[src/design/assert_macros.svh]
// Assertion macros shared by the remap RTL.
// Needs clk_i and rst_ni in the scope where a macro is used.
`ifndef ASSERT_MACROS_SVH
`define ASSERT_MACROS_SVH
`ifndef ASSERT_OFF
`define PLR_ASSERT(lbl, prop) \
  lbl: assert property (@(posedge clk_i) disable iff (!rst_ni) prop) \
    else $error("assertion failed");
`define PLR_ASSERT_MSG(lbl, prop, msg) \
  lbl: assert property (@(posedge clk_i) disable iff (!rst_ni) prop) \
    else $error(msg);
`else
`define PLR_ASSERT(lbl, prop)
`define PLR_ASSERT_MSG(lbl, prop, msg)
`endif
`endif

[src/design/plr_pkg.sv]
// Shared types and register indexes for the piecewise linear pixel remap.
// No dependencies.
package plr_pkg;

  localparam int unsigned CFG_IDX_W    = 8;
  localparam int unsigned CFG_DATA_W   = 64;
  localparam int unsigned NUM_SEG_REGS = 6;
  localparam int unsigned FIELD_W      = 16;

  localparam logic [CFG_IDX_W-1:0] CFG_SEG0 = 8'd0;
  localparam logic [CFG_IDX_W-1:0] CFG_SEG5 = 8'd5;
  localparam logic [CFG_IDX_W-1:0] CFG_CLIP = 8'd6;
  localparam logic [CFG_IDX_W-1:0] CFG_CTRL = 8'd7;

  localparam logic [47:0] CLIP_RESET = 48'h0000_FFFF_0000;

  // one segment register, packed as written over the config port
  typedef struct packed {
    logic [FIELD_W-1:0] out_max;
    logic [FIELD_W-1:0] out_min;
    logic [FIELD_W-1:0] in_max;
    logic [FIELD_W-1:0] in_min;
  } seg_cfg_t;

endpackage

[src/design/plr_seg.sv]
// One remap segment: range check, multiply, pipelined restoring divide, offset.
// Depends on plr_pkg and assert_macros.svh.
`include "assert_macros.svh"
module plr_seg #(
  parameter int unsigned PIXEL_BITS = 16,
  parameter int unsigned FRAC_BITS  = 8
) (
  input  logic                           clk_i,
  input  logic                           rst_ni,
  input  logic                           valid_i,
  input  logic [PIXEL_BITS+FRAC_BITS-1:0] v_i,
  input  plr_pkg::seg_cfg_t              cfg_i,
  input  logic                           active_i,
  output logic                           valid_o,
  output logic [PIXEL_BITS+FRAC_BITS-1:0] v_o
);

  localparam int unsigned P   = PIXEL_BITS;
  localparam int unsigned VW  = PIXEL_BITS + FRAC_BITS;
  localparam int unsigned NW  = VW + P;
  localparam int unsigned LAT = VW + 3;

  // stage A: range check and operand prep
  logic [P-1:0]  imin, imax, omin, omax;
  logic [VW-1:0] fmin, fmax;
  logic          a_neg;

  assign imin  = cfg_i.in_min[P-1:0];
  assign imax  = cfg_i.in_max[P-1:0];
  assign omin  = cfg_i.out_min[P-1:0];
  assign omax  = cfg_i.out_max[P-1:0];
  assign fmin  = VW'(imin) << FRAC_BITS;
  assign fmax  = VW'(imax) << FRAC_BITS;
  assign a_neg = omax < omin;

  logic          a_valid_q, a_inside_q, a_zero_q, a_neg_q;
  logic [VW-1:0] a_v_q, a_d_q;
  logic [P-1:0]  a_span_q, a_mag_q, a_omin_q;

  always_ff @(posedge clk_i or negedge rst_ni) begin
    if (!rst_ni) begin
      a_valid_q <= 1'b0;
    end else begin
      a_valid_q <= valid_i;
    end
  end

  always_ff @(posedge clk_i) begin
    a_inside_q <= active_i && (v_i >= fmin) && (v_i <= fmax);
    a_zero_q   <= imin == imax;
    a_neg_q    <= a_neg;
    a_v_q      <= v_i;
    a_d_q      <= v_i - fmin;
    a_span_q   <= imax - imin;
    a_mag_q    <= a_neg ? (omin - omax) : (omax - omin);
    a_omin_q   <= omin;
  end

  // stage B: magnitude product
  logic          b_valid_q, b_inside_q, b_zero_q, b_neg_q;
  logic [VW-1:0] b_v_q;
  logic [P-1:0]  b_span_q, b_omin_q;
  logic [NW-1:0] b_prod_q;

  always_ff @(posedge clk_i or negedge rst_ni) begin
    if (!rst_ni) begin
      b_valid_q <= 1'b0;
    end else begin
      b_valid_q <= a_valid_q;
    end
  end

  always_ff @(posedge clk_i) begin
    b_inside_q <= a_inside_q;
    b_zero_q   <= a_zero_q;
    b_neg_q    <= a_neg_q;
    b_v_q      <= a_v_q;
    b_span_q   <= a_span_q;
    b_omin_q   <= a_omin_q;
    b_prod_q   <= NW'(a_d_q) * NW'(a_mag_q);
  end

  // divide stages: one quotient bit per stage, quotient shifts into num
  logic          dv_valid  [0:VW];
  logic          dv_inside [0:VW];
  logic          dv_zero   [0:VW];
  logic          dv_neg    [0:VW];
  logic [VW-1:0] dv_v      [0:VW];
  logic [P-1:0]  dv_span   [0:VW];
  logic [P-1:0]  dv_omin   [0:VW];
  logic [P-1:0]  dv_rem    [0:VW];
  logic [VW-1:0] dv_num    [0:VW];

  // quotient fits in VW bits, so the top P bits start below the span
  assign dv_valid[0]  = b_valid_q;
  assign dv_inside[0] = b_inside_q;
  assign dv_zero[0]   = b_zero_q;
  assign dv_neg[0]    = b_neg_q;
  assign dv_v[0]      = b_v_q;
  assign dv_span[0]   = b_span_q;
  assign dv_omin[0]   = b_omin_q;
  assign dv_rem[0]    = b_prod_q[NW-1:VW];
  assign dv_num[0]    = b_prod_q[VW-1:0];

  for (genvar k = 0; k < VW; k++) begin : g_div
    logic [P:0] trial, diff;
    logic       ge;

    assign trial = {dv_rem[k], dv_num[k][VW-1]};
    assign ge    = trial >= {1'b0, dv_span[k]};
    assign diff  = trial - {1'b0, dv_span[k]};

    always_ff @(posedge clk_i or negedge rst_ni) begin
      if (!rst_ni) begin
        dv_valid[k+1] <= 1'b0;
      end else begin
        dv_valid[k+1] <= dv_valid[k];
      end
    end

    always_ff @(posedge clk_i) begin
      dv_inside[k+1] <= dv_inside[k];
      dv_zero[k+1]   <= dv_zero[k];
      dv_neg[k+1]    <= dv_neg[k];
      dv_v[k+1]      <= dv_v[k];
      dv_span[k+1]   <= dv_span[k];
      dv_omin[k+1]   <= dv_omin[k];
      dv_rem[k+1]    <= ge ? diff[P-1:0] : trial[P-1:0];
      dv_num[k+1]    <= {dv_num[k][VW-2:0], ge};
    end
  end

  // final stage: add or subtract the quotient from out_min
  logic [VW-1:0] omin_f;
  logic [VW:0]   sum;
  logic [VW-1:0] v_d;
  logic          valid_q;
  logic [VW-1:0] v_q;

  assign omin_f = VW'(dv_omin[VW]) << FRAC_BITS;
  assign sum    = dv_neg[VW] ? ({1'b0, omin_f} - {1'b0, dv_num[VW]})
                             : ({1'b0, omin_f} + {1'b0, dv_num[VW]});

  always_comb begin
    if (!dv_inside[VW]) begin
      v_d = dv_v[VW];
    end else if (dv_zero[VW]) begin
      v_d = omin_f;
    end else begin
      v_d = sum[VW-1:0];
    end
  end

  always_ff @(posedge clk_i or negedge rst_ni) begin
    if (!rst_ni) begin
      valid_q <= 1'b0;
    end else begin
      valid_q <= dv_valid[VW];
    end
  end

  always_ff @(posedge clk_i) begin
    v_q <= v_d;
  end

  assign valid_o = valid_q;
  assign v_o     = v_q;

  `PLR_ASSERT(a_seg_latency, valid_o |-> $past(valid_i, LAT))
  `PLR_ASSERT(a_div_rem_bound,
    (dv_valid[VW] && dv_inside[VW] && !dv_zero[VW]) |-> (dv_rem[VW] < dv_span[VW]))
  `PLR_ASSERT_MSG(a_rescale_range,
    (dv_valid[VW] && dv_inside[VW] && !dv_zero[VW]) |-> (sum[VW] == 1'b0),
    "rescaled value left the output range")

endmodule

[config.mk]
export PLATFORM = sky130hd
export DESIGN_NAME = plr_seg
export DESIGN_NICKNAME = d
export VERILOG_FILES = /design/src/design/plr_pkg.sv /design/src/design/plr_seg.sv
export VERILOG_INCLUDE_DIRS = /design/src /design/src/design
export SDC_FILE = /design/constraint.sdc
export NUM_CORES = 2
export LEC_CHECK = 0
export BUFFER_PORTS_ARGS = -buffer_cell sky130_fd_sc_hd__buf_2
export CAP_MARGIN = 5
export CORE_MARGIN = 4
export CORE_UTILIZATION = 36
export DETAILED_ROUTE_END_ITERATION = 12
export GPL_TIMING_DRIVEN = 0
export MAX_ROUTING_LAYER = met4
export SLEW_MARGIN = 20
export SYNTH_ARGS = -nofsm -noshare
export SYNTH_HDL_FRONTEND = slang
export SYNTH_SLANG_ARGS = --single-unit
export TNS_END_PERCENT = 50
[constraint.sdc]
create_clock -name clk_i -period 15.93 [get_ports clk_i]
set_input_delay 3.186 -clock clk_i [delete_from_list [all_inputs] [get_ports clk_i]]
set_output_delay 3.186 -clock clk_i [all_outputs]
set_load 0.05 [all_outputs]
==> run metrics <==
worst path cell trace=clkbuf_1 -> nand2_1 -> fa_1 -> fa_1 -> fa_1 -> fa_1 -> inv_1 -> fa_1 -> inv_1 -> fa_1 -> inv_1 -> ha_1 -> nand3_1 -> nor4_1 -> nor2_1 -> a21oi_1 -> a21oi_1 -> o21ai_0 -> a2111oi_0 -> nor3_1; max_cap viols=0; Synth top area share=a little under three fifths; vias in the first global route=about 57k; Worst Skew=0.0791 ns; Post-CTS Resized=0; cts hold-fix bufs=0; Remaining Overflow, GRT=0; CP endpoint kind=flip-flop; Ys Warns=0; largest net degree at the start of global routing=28; status=finished, final reports clean; Final Cycle Share=a little under 50%; Max FO, Critical Path=10; fin. max-slew vios=0; DRT Pass-1 Iters=5; Mapped Nets=9277; worst reg-to-reg path cell count=20; largest cells by area after synthesis=dfxtp_1 55%, ha_1 8.2%, fa_1 7.2%; CP Launch Type=flip-flop; EDFF count, synth=0; total clock sinks=around 2.6k; post-layout util=a little over two fifths; RSZ-0062 raised after global routing=no; crit path kind=flip-flop to flip-flop; Vias=roughly 56k; first-pass GRT wire length=317000 um; Port Buffers=~120; initial antenna violation count=14; Least-Margin Pin Slew=0.954 ns; Worst Hold Depth=0; Cell Area, Synth=around 0.092 mm2; WP buf/inv=4; TritonCTS Buffers=between 200 and 300; area grow syn2layout=14.9%; Max Buffers Root-to-Sink=4; Crit path max-delay family=adder cells; CP peak stage delay=just under 0.7 ns; core area=roughly 0.25 mm2; FP Rows=185; drt wl/cell=roughly 16 um; fin crit period=7.74 ns; sequential element share of the synthesized area=a little under three fifths; Seq cells post-synth=2585; Worst path slowest cell=dfxtp_1; Rel. slew slack=roughly 36%; die area=around 0.26 mm2; Worst-path clk slew=roughly 0.060 ns; CTS tree=built; Residual DRC=0; syn_area_per_cell=11.2 um2; Final TNS setup=0 ns; Synth area leader=dfxtp_1; worst skew pair latency=~0.91 ns; WHS=between 0.2 and 0.3 ns; Data arrival, critical path=around 8.4 ns; post-DP HPWL=around 160000 um; Post-synth top flop=dfxtp_1; hold crit path type=flip-flop to flip-flop; Worst EP required=approximately 17 ns; Starting Density=36.3%; Die W=515 um; I/O Pins=117; GPL Wtd Cong=between 0.9 and 1; final hold vios=0; drt total wl=approximately 200000 um; Top cell by count, worst path=fa_1; Post-DRT Antenna Nets=0; total track usage=between 15 and 20%; H-tree depth=5; CTS Root Cell=clkbuf_16; fraction of layout cells with a size suffix above 1=9.20%; die height=roughly 510 um; Iter 0 DRT Violations=2889; f_max=between 100 and 150 MHz; number of cells on the critical path=20; Netlist cell types=94; # nets final=about 9.7k; setup bufs post-CTS=0; Final setup viols=0; Post-synth ARST share=~1.0%; DR vias/cell=4.57; Synth Instances=8246
-- cell usage in the layout (no fill, tap or decap), types with 27 or more instances in the layout --
cell type	instances
a21boi_0	40
a211oi_1	41
dfxtp_1	2558
clkbuf_16	282
or3_1	38
clkinv_2	46
nor2b_1	85
nor2_1	319
mux2_2	100
o21bai_1	37
o21a_1	134
xnor2_1	197
o211ai_1	31
a31oi_1	32
clkbuf_1	151
nor3_1	100
nand2_1	580
nand3_1	78
xor2_1	98
fa_1	334
nand2b_1	68
inv_1	1060
dfrtp_1	27
or2_2	33
nor4_1	57
a21oi_1	278
and2_1	187
and3_1	62
nand4_1	89
o21ai_0	304
ha_1	605
mux2i_1	64
clkbuf_8	49
a21o_1	100
o31ai_1	63
buf_2	153
-- final cells by class --
cell class / instances / area [um2]
well taps: 3366 / 4210
inverters: 1060 / 3980
fillers: 24000 / 149000
multi-input cells: 4436 / 35900
clock buffers: 365 / 7860
clock inverters: 109 / 1140
plain buffers: 165 / 722
repair buffers: 116 / 581
diodes: 3 / 7.51
flip-flops and latches: 2585 / 51900
-- stage by stage --
step	area (um2)	setup slack, ns	std cells
after global placement	97200	8.07	11700
after detailed placement	97200	8.14	11700
after CTS	106000	8.09	12200
final	106000	8.19	12200
after floorplan	92400	9.99	8246
after global routing	106000	7.92	12200
-- registers in the layout, indices dropped and copies added, names as in the netlist, 40 cells and up --
register  flops
dv_num      576
dv_v        576
dv_omin     384
dv_rem      368
dv_span     368
b_prod_q     40
-- cells in the mapped netlist, types with 117 or more instances --
cell,n
a21oi_1,278
and2_1,187
clkbuf_1,117
dfxtp_1,2558
fa_1,334
ha_1,605
inv_1,1060
nand2_1,580
nor2_1,319
o21a_1,134
o21ai_0,304
xnor2_1,197
-- per-layer routing --
metal	wire length (um)	share of wire, %	global-route usage (%)	up-vias
met3	7490	3.7	2.28	433
met1	96000	48	20.3	26300
li1	-	-	-	27900
met5	0	0	-	-
met2	90100	45	24.3	1134
met4	6610	3.3	5.37	0
-- worst paths after layout --
path | startpoint | end | slack, ns
setup / recovery | a_d_q[9]$_DFF_P_ | b_prod_q[34]$_DFF_P_ | 8.19
hold / removal | dv_omin[257]$_DFF_P_ | dv_omin[241]$_DFF_P_ | 0.25
setup reg to reg | a_d_q[9]$_DFF_P_ | b_prod_q[34]$_DFF_P_ | 8.19
hold reg to reg | dv_omin[257]$_DFF_P_ | dv_omin[241]$_DFF_P_ | 0.25
max in group asynchronous | rst_ni | dv_valid[18]$_DFF_PN0_ | 13.24
min in group asynchronous | rst_ni | dv_valid[2]$_DFF_PN0_ | 2.31
-- kinds of logic after synthesis --
kind of cell	count (synthesis)	share of synthesized area [%]
adders and majority gates	939	15.4
and+or+nand+nor	1744	9.23
AOI/OAI and AO/OA	1277	9.18
muxes	181	2.16
xor gates and xnor gates	295	2.79
DFF	2585	56.1
buffers and inverters	1225	5.09
Power is left out: the tool's default activity adds up to more than one toggle a clock period on the data nets, which glitch-free logic cannot reach.
